[src/rtl/tcsv_pkg.sv]
package tcsv_pkg;

  // Sequencer states.
  typedef enum logic [2:0] {
    S_CLEAR,
    S_IDLE,
    S_WRITE,
    S_FETCH,
    S_VOTE,
    S_EMIT,
    S_DRAIN
  } state_t;

  // Which of the three copies an access goes to.
  typedef enum logic [1:0] {
    COPY_MAIN,
    COPY_B1,
    COPY_B2
  } copy_t;

  // Item action codes.
  localparam logic ACT_WRITE = 1'b0;
  localparam logic ACT_READ  = 1'b1;

  // Result kind codes.
  localparam logic KIND_ACK  = 1'b0;
  localparam logic KIND_READ = 1'b1;

  // Result status codes.
  localparam logic [1:0] ST_OK       = 2'd0;
  localparam logic [1:0] ST_MISMATCH = 2'd1;
  localparam logic [1:0] ST_RANGE    = 2'd2;

  // Value of an erased byte.
  localparam logic [7:0] ERASED_BYTE = 8'hFF;

endpackage

[src/rtl/tcsv_ram.sv]
module tcsv_ram #(
  parameter int WIDTH = 8,
  parameter int DEPTH = 512
) (
  input  logic                     clk,
  input  logic                     wr_en,
  input  logic [$clog2(DEPTH)-1:0] wr_addr,
  input  logic [WIDTH-1:0]         wr_data,
  input  logic                     rd_en,
  input  logic [$clog2(DEPTH)-1:0] rd_addr,
  output logic [WIDTH-1:0]         rd_data
);

  logic [WIDTH-1:0] mem [DEPTH];

  // One write port and one registered read port.
  always_ff @(posedge clk) begin
    if (wr_en) begin
      mem[wr_addr] <= wr_data;
    end
    if (rd_en) begin
      rd_data <= mem[rd_addr];
    end
  end

endmodule

[src/rtl/triple_copy_store_with_vote.sv]
// Channel   Handshake             Payload
// request   req_valid, req_stall  action, address, data, count
// response  rsp_valid, rsp_stall  kind, read_byte, status, last
//
// A write is accepted, stores the main copy and the two backups in turn, and then
// waits until its acknowledge is taken. A read of n bytes fetches each byte from
// the three copies in turn, as the store has a single read port, then votes and
// hands out its bytes, one per cycle while the response is not stalled.
// After reset the store is set to 0xFF by a sweep of all STORE_DEPTH addresses,
// in which no item is taken. A stalled response holds the whole sequencer.
module triple_copy_store_with_vote #(
  parameter int STORE_DEPTH = 512,
  parameter int COPY_STRIDE = 168,
  parameter int MAX_RUN     = 8
) (
  input  logic       clk,
  input  logic       rst,
  input  logic       req_valid,
  output logic       req_stall,
  input  logic       action,
  input  logic [8:0] address,
  input  logic [7:0] data,
  input  logic [3:0] count,
  output logic       rsp_valid,
  input  logic       rsp_stall,
  output logic       kind,
  output logic [7:0] read_byte,
  output logic [1:0] status,
  output logic       last
);

  localparam int AW = $clog2(STORE_DEPTH);
  localparam int IW = (MAX_RUN > 1) ? $clog2(MAX_RUN) : 1;
  localparam logic [AW-1:0] OFS_B1 = AW'(COPY_STRIDE);
  localparam logic [AW-1:0] OFS_B2 = AW'(2 * COPY_STRIDE);

  tcsv_pkg::state_t state, state_next;
  tcsv_pkg::copy_t  copy, rd_copy;

  logic [AW-1:0] clr_addr;
  logic [8:0]    base;
  logic [7:0]    wdata;
  logic [IW-1:0] idx, last_idx, rd_idx, last_idx_in;
  logic          rd_pending;
  logic          m1, m2, b12;
  logic [7:0]    main_buf [MAX_RUN];
  logic [7:0]    b1_buf [MAX_RUN];

  logic          req_accept, in_range;
  logic [AW-1:0] copy_ofs, acc_addr;
  logic          ram_wr_en, ram_rd_en;
  logic [AW-1:0] ram_wr_addr;
  logic [7:0]    ram_wr_data, ram_rd_data;
  logic          use_b1, no_match;

  logic          ld;
  logic          ld_kind, ld_last;
  logic [7:0]    ld_byte;
  logic [1:0]    ld_status;

  assign req_stall  = (state != tcsv_pkg::S_IDLE);
  assign req_accept = req_valid && !req_stall;
  assign in_range   = (address < 9'(COPY_STRIDE));

  // Saturate the run length to 1..MAX_RUN and keep its last index.
  always_comb begin
    if (count == 4'd0) begin
      last_idx_in = '0;
    end else if (count > 4'(MAX_RUN)) begin
      last_idx_in = IW'(MAX_RUN - 1);
    end else begin
      last_idx_in = IW'(count - 4'd1);
    end
  end

  // Shared address unit: base plus byte offset plus copy offset.
  always_comb begin
    case (copy)
      tcsv_pkg::COPY_MAIN: copy_ofs = '0;
      tcsv_pkg::COPY_B1:   copy_ofs = OFS_B1;
      tcsv_pkg::COPY_B2:   copy_ofs = OFS_B2;
      default:             copy_ofs = '0;
    endcase
    acc_addr = AW'(base) + AW'(idx) + copy_ofs;
  end

  // Store port selection: erase sweep or copy writes, and run fetches.
  always_comb begin
    ram_wr_en   = (state == tcsv_pkg::S_CLEAR) || (state == tcsv_pkg::S_WRITE);
    ram_wr_addr = (state == tcsv_pkg::S_CLEAR) ? clr_addr : acc_addr;
    ram_wr_data = (state == tcsv_pkg::S_CLEAR) ? tcsv_pkg::ERASED_BYTE : wdata;
    ram_rd_en   = (state == tcsv_pkg::S_FETCH);
  end

  tcsv_ram #(
    .WIDTH(8),
    .DEPTH(STORE_DEPTH)
  ) u_store (
    .clk     (clk),
    .wr_en   (ram_wr_en),
    .wr_addr (ram_wr_addr),
    .wr_data (ram_wr_data),
    .rd_en   (ram_rd_en),
    .rd_addr (acc_addr),
    .rd_data (ram_rd_data)
  );

  // Vote outcome from the whole-run compare flags.
  assign no_match = !(m1 || m2);
  assign use_b1   = no_match && b12;

  // State register.
  always_ff @(posedge clk) begin
    if (rst) begin
      state <= tcsv_pkg::S_CLEAR;
    end else begin
      state <= state_next;
    end
  end

  // Next state and loading of the response register.
  always_comb begin
    state_next = state;
    ld         = 1'b0;
    ld_kind    = tcsv_pkg::KIND_ACK;
    ld_byte    = '0;
    ld_status  = tcsv_pkg::ST_OK;
    ld_last    = 1'b1;
    case (state)
      tcsv_pkg::S_CLEAR: begin
        if (clr_addr == AW'(STORE_DEPTH - 1)) begin
          state_next = tcsv_pkg::S_IDLE;
        end
      end
      tcsv_pkg::S_IDLE: begin
        if (req_accept) begin
          if (!in_range) begin
            ld         = 1'b1;
            ld_kind    = action;
            ld_status  = tcsv_pkg::ST_RANGE;
            state_next = tcsv_pkg::S_DRAIN;
          end else if (action == tcsv_pkg::ACT_WRITE) begin
            state_next = tcsv_pkg::S_WRITE;
          end else begin
            state_next = tcsv_pkg::S_FETCH;
          end
        end
      end
      tcsv_pkg::S_WRITE: begin
        if (copy == tcsv_pkg::COPY_B2) begin
          ld         = 1'b1;
          state_next = tcsv_pkg::S_DRAIN;
        end
      end
      tcsv_pkg::S_FETCH: begin
        if ((copy == tcsv_pkg::COPY_B2) && (idx == last_idx)) begin
          state_next = tcsv_pkg::S_VOTE;
        end
      end
      tcsv_pkg::S_VOTE: begin
        state_next = tcsv_pkg::S_EMIT;
      end
      tcsv_pkg::S_EMIT: begin
        if (!rsp_valid || !rsp_stall) begin
          ld        = 1'b1;
          ld_kind   = tcsv_pkg::KIND_READ;
          ld_byte   = use_b1 ? b1_buf[idx] : main_buf[idx];
          ld_status = (no_match && !b12) ? tcsv_pkg::ST_MISMATCH : tcsv_pkg::ST_OK;
          ld_last   = (idx == last_idx);
          if (idx == last_idx) begin
            state_next = tcsv_pkg::S_DRAIN;
          end
        end
      end
      tcsv_pkg::S_DRAIN: begin
        if (!rsp_valid || !rsp_stall) begin
          state_next = tcsv_pkg::S_IDLE;
        end
      end
      default: state_next = tcsv_pkg::S_CLEAR;
    endcase
  end

  // Erase sweep counter.
  always_ff @(posedge clk) begin
    if (rst) begin
      clr_addr <= '0;
    end else if (state == tcsv_pkg::S_CLEAR) begin
      clr_addr <= clr_addr + AW'(1);
    end
  end

  // Item fields and the copy and byte counters.
  always_ff @(posedge clk) begin
    if (rst) begin
      copy <= tcsv_pkg::COPY_MAIN;
      idx  <= '0;
    end else if (req_accept) begin
      base     <= address;
      wdata    <= data;
      last_idx <= last_idx_in;
      copy     <= tcsv_pkg::COPY_MAIN;
      idx      <= '0;
    end else if (state == tcsv_pkg::S_WRITE || state == tcsv_pkg::S_FETCH) begin
      case (copy)
        tcsv_pkg::COPY_MAIN: copy <= tcsv_pkg::COPY_B1;
        tcsv_pkg::COPY_B1:   copy <= tcsv_pkg::COPY_B2;
        default: begin
          copy <= tcsv_pkg::COPY_MAIN;
          idx  <= (idx == last_idx) ? '0 : idx + IW'(1);
        end
      endcase
    end else if (state == tcsv_pkg::S_EMIT && ld) begin
      idx <= idx + IW'(1);
    end
  end

  // Track the read in flight so its data is taken in the cycle after the read.
  always_ff @(posedge clk) begin
    if (rst) begin
      rd_pending <= 1'b0;
    end else begin
      rd_pending <= ram_rd_en;
    end
    rd_copy <= copy;
    rd_idx  <= idx;
  end

  // Buffer the main and first backup copies and fold in the compares.
  always_ff @(posedge clk) begin
    if (req_accept) begin
      m1  <= 1'b1;
      m2  <= 1'b1;
      b12 <= 1'b1;
    end else if (rd_pending) begin
      case (rd_copy)
        tcsv_pkg::COPY_MAIN: main_buf[rd_idx] <= ram_rd_data;
        tcsv_pkg::COPY_B1: begin
          b1_buf[rd_idx] <= ram_rd_data;
          m1 <= m1 && (ram_rd_data == main_buf[rd_idx]);
        end
        tcsv_pkg::COPY_B2: begin
          m2  <= m2 && (ram_rd_data == main_buf[rd_idx]);
          b12 <= b12 && (ram_rd_data == b1_buf[rd_idx]);
        end
        default: begin
        end
      endcase
    end
  end

  // Response register.
  always_ff @(posedge clk) begin
    if (rst) begin
      rsp_valid <= 1'b0;
    end else if (ld) begin
      rsp_valid <= 1'b1;
    end else if (!rsp_stall) begin
      rsp_valid <= 1'b0;
    end
    if (ld) begin
      kind      <= ld_kind;
      read_byte <= ld_byte;
      status    <= ld_status;
      last      <= ld_last;
    end
  end

`ifndef SYNTH
  // No item is taken while a result is still waiting.
  a_no_accept_while_busy: assert property (@(posedge clk) disable iff (rst)
    rsp_valid |-> req_stall)
    else $error("request taken while a response is pending");

  // Once the last result of an item is taken, the next item can come.
  a_ready_after_last: assert property (@(posedge clk) disable iff (rst)
    (rsp_valid && last && !rsp_stall) |=> !req_stall)
    else $error("block not ready after the last result");

  // Only reads can report that all three copies differ.
  a_mismatch_on_read: assert property (@(posedge clk) disable iff (rst)
    (rsp_valid && status == tcsv_pkg::ST_MISMATCH) |-> (kind == tcsv_pkg::KIND_READ))
    else $error("mismatch status on a write acknowledge");
`endif

endmodule

[config.mk]
export PLATFORM = sky130hd
export DESIGN_NAME = triple_copy_store_with_vote
export DESIGN_NICKNAME = d
export VERILOG_FILES = /design/src/rtl/tcsv_pkg.sv /design/src/rtl/tcsv_ram.sv /design/src/rtl/triple_copy_store_with_vote.sv
export SDC_FILE = /design/constraint.sdc
export NUM_CORES = 2
export LEC_CHECK = 0
export BUFFER_PORTS_ARGS = -buffer_cell sky130_fd_sc_hd__buf_2
export CAP_MARGIN = 15
export CORE_MARGIN = 3
export CORE_UTILIZATION = 35
export CTS_CLUSTER_SIZE = 40
export DETAILED_ROUTE_END_ITERATION = 8
export PLACE_DENSITY_LB_ADDON = 0.1
export SLEW_MARGIN = 20
export SYNTH_ARGS = -nofsm -noshare
export SYNTH_HDL_FRONTEND = slang
export SYNTH_MEMORY_MAX_BITS = 65536
export SYNTH_SLANG_ARGS = --single-unit
[constraint.sdc]
create_clock -name clk -period 26.8 [get_ports clk]
set_clock_uncertainty 0.2 [all_clocks]
set_input_delay 1.34 -clock clk [delete_from_list [all_inputs] [get_ports clk]]
set_output_delay 1.34 -clock clk [all_outputs]
set_load 0.02 [all_outputs]
### Word level (Yosys, flattened, before mapping)

Memory sizes are Yosys's and may differ from the RTL's. A register that Yosys moved wholly into a read port is not among the register bits.
Cells that the tools add are included.

| storage, ports and cells | value |
|---|---|
| flip-flop bits (word level) | 59 |
| RAM bits | 4224 |
| input bits | 26 |
| logic and storage cells | 132 |
| memories | 3 |

Memory list:

| memory | words | bits a word | read ports | clocked after memory_dff | write ports | RTL line | text |
|---|---|---|---|---|---|---|---|
| u_store.mem | 512 | 8 | 1 | 1 | 1 | tcsv_ram.sv:14 | `logic [WIDTH-1:0] mem [DEPTH];` |
| b1_buf | 8 | 8 | 2 | 2 | 1 | triple_copy_store_with_vote.sv:47 | `logic [7:0] b1_buf [MAX_RUN];` |
| main_buf | 8 | 8 | 2 | 2 | 1 | triple_copy_store_with_vote.sv:46 | `logic [7:0] main_buf [MAX_RUN];` |

| operators by class | value |
|---|---|
| add/sub/neg operators | 5 |
| $lt $le $gt $ge | 2 |
| equal/unequal tests | 24 |
| mux-type cells | 49 |
| bitwise logic cells | 1 |
| reduce and logical (&&, ||, !) cells | 30 |

Operators with widths:

| kind | number |
|---|---|
| $mux W3 | 17 |
| $mux W1 | 21 |
| $pmux W3 S7 | 1 |
| $pmux W9 S2 | 1 |
| $eq A8 B8 Y1 | 2 |
| $mux W8 | 2 |
| $ne A2 B2 Y1 const B | 5 |
| $reduce_and A2 Y1 | 5 |
| $add A9 B1 Y9 const B | 1 |
| $add A9 B3 Y9 | 1 |
| $add A9 B9 Y9 | 1 |
| $eq A3 B3 Y1 const B | 3 |
| $eq A9 B9 Y1 const B | 1 |
| $lt A9 B8 Y1 const B | 1 |
| $mux W9 | 1 |
| $logic_and A1 B1 Y1 | 8 |
| $ne A2 B1 Y1 const B | 4 |
| $pmux W2 S2 | 2 |
| $reduce_and A7 Y1 | 1 |
| $eq A3 B2 Y1 const B | 2 |
| $logic_not A1 Y1 | 5 |
| $eq A2 B1 Y1 const B | 2 |
| $eq A2 B2 Y1 const B | 2 |
| $gt A4 B4 Y1 const B | 1 |
| other kinds (15) | 21 |

### Longest topological paths before layout

| logic depth | value |
|---|---|
| word-level depth | 10 |
| gate-level depth with buffers | 16 |
| mapped depth without buffers | 12 |

### By module

From an unflattened synthesis, not the netlist that was laid out.

| unflattened totals | value |
|---|---|
| cells, all modules | 8635 |
| area total of the unflattened synthesis | 169019.6 um^2 |

Modules (own cells, without submodules):

| module | times used | cells each | area an instance (um^2) | sequential area each (um^2) |
|---|---|---|---|---|
| tcsv_ram | 1 | 8030 | 160007.2 | 123238.2 |
| triple_copy_store_with_vote | 1 | 605 | 9012.4 | 5405.2 |

### Least setup slack after synthesis

OpenSTA, ideal clock, no wires.

| timing | value |
|---|---|
| path type | flip-flop to flip-flop |
| start | register state[0] |
| end | memory u_store.mem[0][0], data pin |
| setup time | 1602 ps |
| arrival time | 7911 ps |
| required time | 24998 ps |
| setup slack | 17087 ps |
| stages on the path, launching flop included | 7 |
| path buffers | 4 |
| period minus slack after synthesis | 9713 ps |
| path through | dfxtp_1 clkbuf_1 or3_1 clkbuf_1 buf_1 clkbuf_1 nand2b_1 |

| between the ends | value |
|---|---|
| cells in the longest elaborated chain, start to end | 2 |

RTL lines:

| what | RTL line | text |
|---|---|---|
| from (decl) | triple_copy_store_with_vote.sv:37 | `tcsv_pkg::state_t state, state_next;` |
| from (signal assigned) | triple_copy_store_with_vote.sv:115 | `state <= tcsv_pkg::S_CLEAR;` |
| from (signal assigned) | triple_copy_store_with_vote.sv:117 | `state <= state_next;` |
| $logic_not A3 Y1 | triple_copy_store_with_vote.sv:91 | `ram_wr_data = (state == tcsv_pkg::S_CLEAR) ? tcsv_pkg::ERASED_BYTE : wdata;` |
| $mux W8 | triple_copy_store_with_vote.sv:91 |  |
| named net ram_wr_data[0] | triple_copy_store_with_vote.sv:53 | `logic [7:0] ram_wr_data, ram_rd_data;` |
| to (decl) | tcsv_ram.sv:14 |  |

The timed path passes the listed nets, and every way through them passes these cells.

### Worst setup path in the final report

| timing | value |
|---|---|
| start | register base[0] |
| end | register u_store.rd_data[4], read port of u_store.mem, data pin |

| between the ends | value |
|---|---|
| cells in the longest elaborated chain, start to end | 2 |

RTL lines:

| what | RTL line | text |
|---|---|---|
| from (decl) | triple_copy_store_with_vote.sv:41 | `logic [8:0] base;` |
| from (signal assigned) | triple_copy_store_with_vote.sv:199 | `base <= address;` |
| $add A9 B3 Y9 | triple_copy_store_with_vote.sv:84 | `acc_addr = AW'(base) + AW'(idx) + copy_ofs;` |
| $add A9 B9 Y9 | triple_copy_store_with_vote.sv:84 |  |
| to (decl) | tcsv_ram.sv:11 | `output logic [WIDTH-1:0] rd_data` |

No other way between the ends.
A chain may end at the register's enable or synchronous reset.

==> flow_results.org <==
** Global routing
- Leftover overflow at the end of global routing :: 0
- The initial antenna violation count is 26.
- Global-route wire length before repair :: 709200 microns
- Maximum number of pins on one net before global-route repair :: 198
- The via count of the first global-routing pass is 88510.
- Total global routing track utilization :: 20.31%

** Detailed routing
- Summed over all nets, wire length on met2 after detailed routing comes to 242700 microns.
- The first TritonRoute pass finished after 5 iterations.
- Uppermost layer routed :: met5
- After detailed routing, the number of vias per cell comes to 5.466.
- ANT nets after route :: 0
- In the routed design, unresolved DRC markers number 0.
- The detailed router placed 85710 vias in this run.
- The detailed router finished its first iteration with between 8000 and 9000 violations.
- Avg WL per Cell :: 32.22 microns
- The final layout contains routed wiring with a total length of about 500000 microns.
- After detailed routing, the wire length on met1 is 217900 microns.
- The routed design uses 30260 microns of met3 wire.

** Placed design
- Buffers on Ports :: 39
- Placement Setup Slack :: 18.90 ns
- Number of placed cells counting well taps :: ~15000
- Final weighted congestion in routability-driven placement :: 0.8035
- Post-DP HPWL :: 301800 microns
- Dpl cell area :: approximately 180000 sq um

** Logic synthesis
- Synthesis instantiated 74 different standard cells from the library.
- Most area-hungry cell type in the Yosys netlist :: sky130_fd_sc_hd__edfxtp_1
- Post-synthesis cell area :: roughly 170000 sq um
- Yosys mapped a number of flops with a built-in enable equal to 4264.
- Share of async-settable or async-resettable flops after synthesis :: 0%
- Sequential-to-total area share from yosys stat :: between 70 and 80%
- By area the synthesized netlist is led by sky130_fd_sc_hd__edfxtp_1 76%, sky130_fd_sc_hd__mux4_2 14%, sky130_fd_sc_hd__nand2_1 2.6%.
- Cell count after synthesis :: 8663
- Area share of the largest cell type after synthesis :: 75.87%
- Mean Syn Cell Area :: between 15 and 20 sq um
- Syn. warnings :: 0
- Post-synth net total :: 8697
- Counting flops and latches in the post-synthesis netlist gives ~4300.
- The most used flip-flop cell after synthesis is sky130_fd_sc_hd__edfxtp_1.

** Power and ir drop
- Max rail drop VDD :: 60.54 uV
- P_leak :: roughly 58 nW
- Summing internal, switching and leakage power gives between 10 and 15 mW.
- Power spread over the standard cell area amounts to roughly 75 nW/um^2.

** Clock tree
- Clock-pin slew was measured on the worst setup and hold paths at 0.07 ns.
- TritonCTS built the clock tree.
- Hold repair after CTS inserted 0 buffers.
- Gates resized, CTS repair :: 0
- Number of buffers added by the clock tree synthesis step :: 464
- The tree built by TritonCTS fans out to about 4300 sinks.
- In this run the clock root is driven by a sky130_fd_sc_hd__clkbuf_16.
- For the worst-skew pair, the clock arrives at the later sink with an insertion delay of slightly above 1 ns.
- Deepest clock path buffer count :: 4
- H-tree depth reported by CTS :: 5
- Number of buffers added for setup after CTS :: 0

** Cells and area
- Once layout is complete, the cells apart from fillers number around 16000.
- Post-route core utilization :: 39.99%
- Area of all placed cells without fillers :: 191800 sq um
- After filler insertion, the fill cell instance count of the layout stands at 42770.
- The net count of the finished layout is 8916.
- Registers take between 100000 and 150000 sq um.
- The area growth from synthesis to layout is 13.64%.
- In the layout the commonest cells are 4264 x sky130_fd_sc_hd__edfxtp_1, 1135 x sky130_fd_sc_hd__nand2_1, 1064 x sky130_fd_sc_hd__mux4_2, 558 x sky130_fd_sc_hd__nor2_1, 468 x sky130_fd_sc_hd__clkbuf_16.
- The multi-input combinational cells in the finished layout cover a total of 38160 sq um.
- Layout cells sized above 1 :: 22.87%
- The library cell used most frequently in the layout, excluding fill and tap cells, is sky130_fd_sc_hd__edfxtp_1.

** Timing
- Worst path setup slack after routing :: between 15 and 20 ns
- Dividing the final minimum period by the clock period gives 28.38%.
- For this run, the top clock speed supported by timing is around 130 MHz.
- Accumulated negative setup slack :: 0 ns
- Across all hold checks on the routed design, the worst slack comes to 0.2587 ns.
- For the pin with the worst max-slew slack, the measured transition is 1.211 ns.
- Max_slew headroom :: 19.07%
- Number of endpoints with negative hold slack in the final report :: 0
- Post-layout minimum cycle time :: about 7.6 ns
- Setup repair after global routing missed its margin :: false
- Number of pins exceeding their max-slew limit in the final report :: 0
- Setup-violating endpoint count in the final report :: 0

** Critical path
- The worst setup path is of the reg -> reg kind.
- STA classifies the critical path endpoint as a flip-flop.
- Startpoint class of the critical path :: flip-flop
- Arrival @ worst endpoint :: roughly 8.1 ns
- Largest driver fanout on the critical path :: 88
- Data on the critical path is required at its endpoint by 27.31 ns.

** Floorplanning
- The die covers 490500 sq um.
- Boundary pin count :: 40
- Starting density of the core :: about a third
- Placement row count :: between 200 and 300
- From bottom edge to top edge, the die measures 700.4 microns.
- Placeable core region :: 479600 sq um
- Die W :: around 700 microns

** Flow run
- The tool flagged a number of max-cap violations equal to 0.

** Hold path
- Hold Crit Class :: reg -> reg

** Outcome
- Run status :: completed
==> kinds of logic (layout without fill, tap and decap cells) <==
group	count (synthesis)	in the layout	synth area share, %
flops	4294	4294	76.23
other cells	0	5	0
xor+xnor	40	40	0.2254
mux	1092	1092	14.38
compound gates	402	402	1.809
simple gates	2284	2284	5.764
fa+ha+maj	9	9	0.06969
buf+inv	542	1155	1.519
==> path summary, 6_finish.rpt <==
kind	from	depth (start not counted)	endpoint	slack [ns]
worst max-delay path	base[0]	13	u_store.rd_data[4]	19.20
worst min-delay path	idx[2]	0	rd_idx[2]	0.26
worst min register to register	idx[2]	0	rd_idx[2]	0.26
worst max register to register	base[0]	13	u_store.rd_data[4]	19.20
==> routing by layer <==
layer  vias up  global-route usage (%)
met3       657                   3.254
li1      35590                       -
met5         -                       0
met4         6                   5.452
met1     46680                   28.39
met2      2771                   33.16
==> report_power, final <==
group	switching, mW	total, mW	internal, mW
sequential	0.00814	7.54	7.53
clock	2.69	6.23	3.53
combinational	0.557	0.701	0.144
total	3.26	14.5	11.2
==> sequential cells by signal, indices dropped and copies added (netlist names), 3 cells and up, named ones only <==
register         cells
wdata                8
u_store.rd_data      8
read_byte            8
u_store.mem       4096
state                3
b1_buf              64
main_buf            64
base                 9
last_idx             3
idx                  3
clr_addr             9
rd_idx               3
==> cell usage after synthesis, types with 5 or more instances <==
library cell	count
sky130_fd_sc_hd__edfxtp_1	4264
sky130_fd_sc_hd__nand2_1	1147
sky130_fd_sc_hd__mux4_2	1064
sky130_fd_sc_hd__nor2_1	564
sky130_fd_sc_hd__nand3_1	275
sky130_fd_sc_hd__buf_2	218
sky130_fd_sc_hd__clkbuf_1	196
sky130_fd_sc_hd__and3_1	147
sky130_fd_sc_hd__a311oi_1	126
sky130_fd_sc_hd__a31oi_1	97
sky130_fd_sc_hd__a22oi_1	65
sky130_fd_sc_hd__buf_4	62
sky130_fd_sc_hd__buf_1	50
sky130_fd_sc_hd__dfxtp_1	30
sky130_fd_sc_hd__nand4_1	25
sky130_fd_sc_hd__mux2_2	24
sky130_fd_sc_hd__nor3_1	24
sky130_fd_sc_hd__a21oi_1	20
sky130_fd_sc_hd__xnor2_1	20
sky130_fd_sc_hd__nand2b_1	16
sky130_fd_sc_hd__o22ai_1	16
sky130_fd_sc_hd__xor2_1	16
sky130_fd_sc_hd__and2_1	14
sky130_fd_sc_hd__a311o_1	13
sky130_fd_sc_hd__inv_1	12
sky130_fd_sc_hd__nor3b_1	12
sky130_fd_sc_hd__o21ai_0	12
sky130_fd_sc_hd__nor4_1	11
sky130_fd_sc_hd__nor2b_1	10
sky130_fd_sc_hd__ha_1	7
sky130_fd_sc_hd__a21o_1	6
sky130_fd_sc_hd__a32oi_1	6
sky130_fd_sc_hd__and4_1	6
sky130_fd_sc_hd__o41ai_1	6
sky130_fd_sc_hd__or4_1	6
sky130_fd_sc_hd__a31oi_2	5
sky130_fd_sc_hd__nand3b_1	5
sky130_fd_sc_hd__o31ai_1	5
==> layout make-up <==
class / instances / share of cell area [%]
repair buffers: 283 / 1.167
well taps: 6400 / 4.176
inverters: 12 / 0.02349
clock buffers: 576 / 6.350
multi-input cells: 3827 / 19.90
flip-flops and latches: 4294 / 67.08
diodes: 5 / 0.006524
clock inverters: 284 / 1.297
==> worst max-delay path, stage by stage (launching register included) <==
cell,delay [ns]
sky130_fd_sc_hd__edfxtp_1,0.42
sky130_fd_sc_hd__ha_4,0.72
sky130_fd_sc_hd__buf_4,0.70
sky130_fd_sc_hd__buf_4,0.63
sky130_fd_sc_hd__buf_4,0.67
sky130_fd_sc_hd__buf_4,0.80
sky130_fd_sc_hd__buf_12,0.54
sky130_fd_sc_hd__mux4_2,0.60
sky130_fd_sc_hd__nand2_1,0.09
sky130_fd_sc_hd__and3_1,0.24
sky130_fd_sc_hd__a311oi_1,0.14
sky130_fd_sc_hd__a311oi_1,0.57
sky130_fd_sc_hd__nor3_1,0.18
sky130_fd_sc_hd__or4_1,0.43
(Power assumes the default switching activity.)
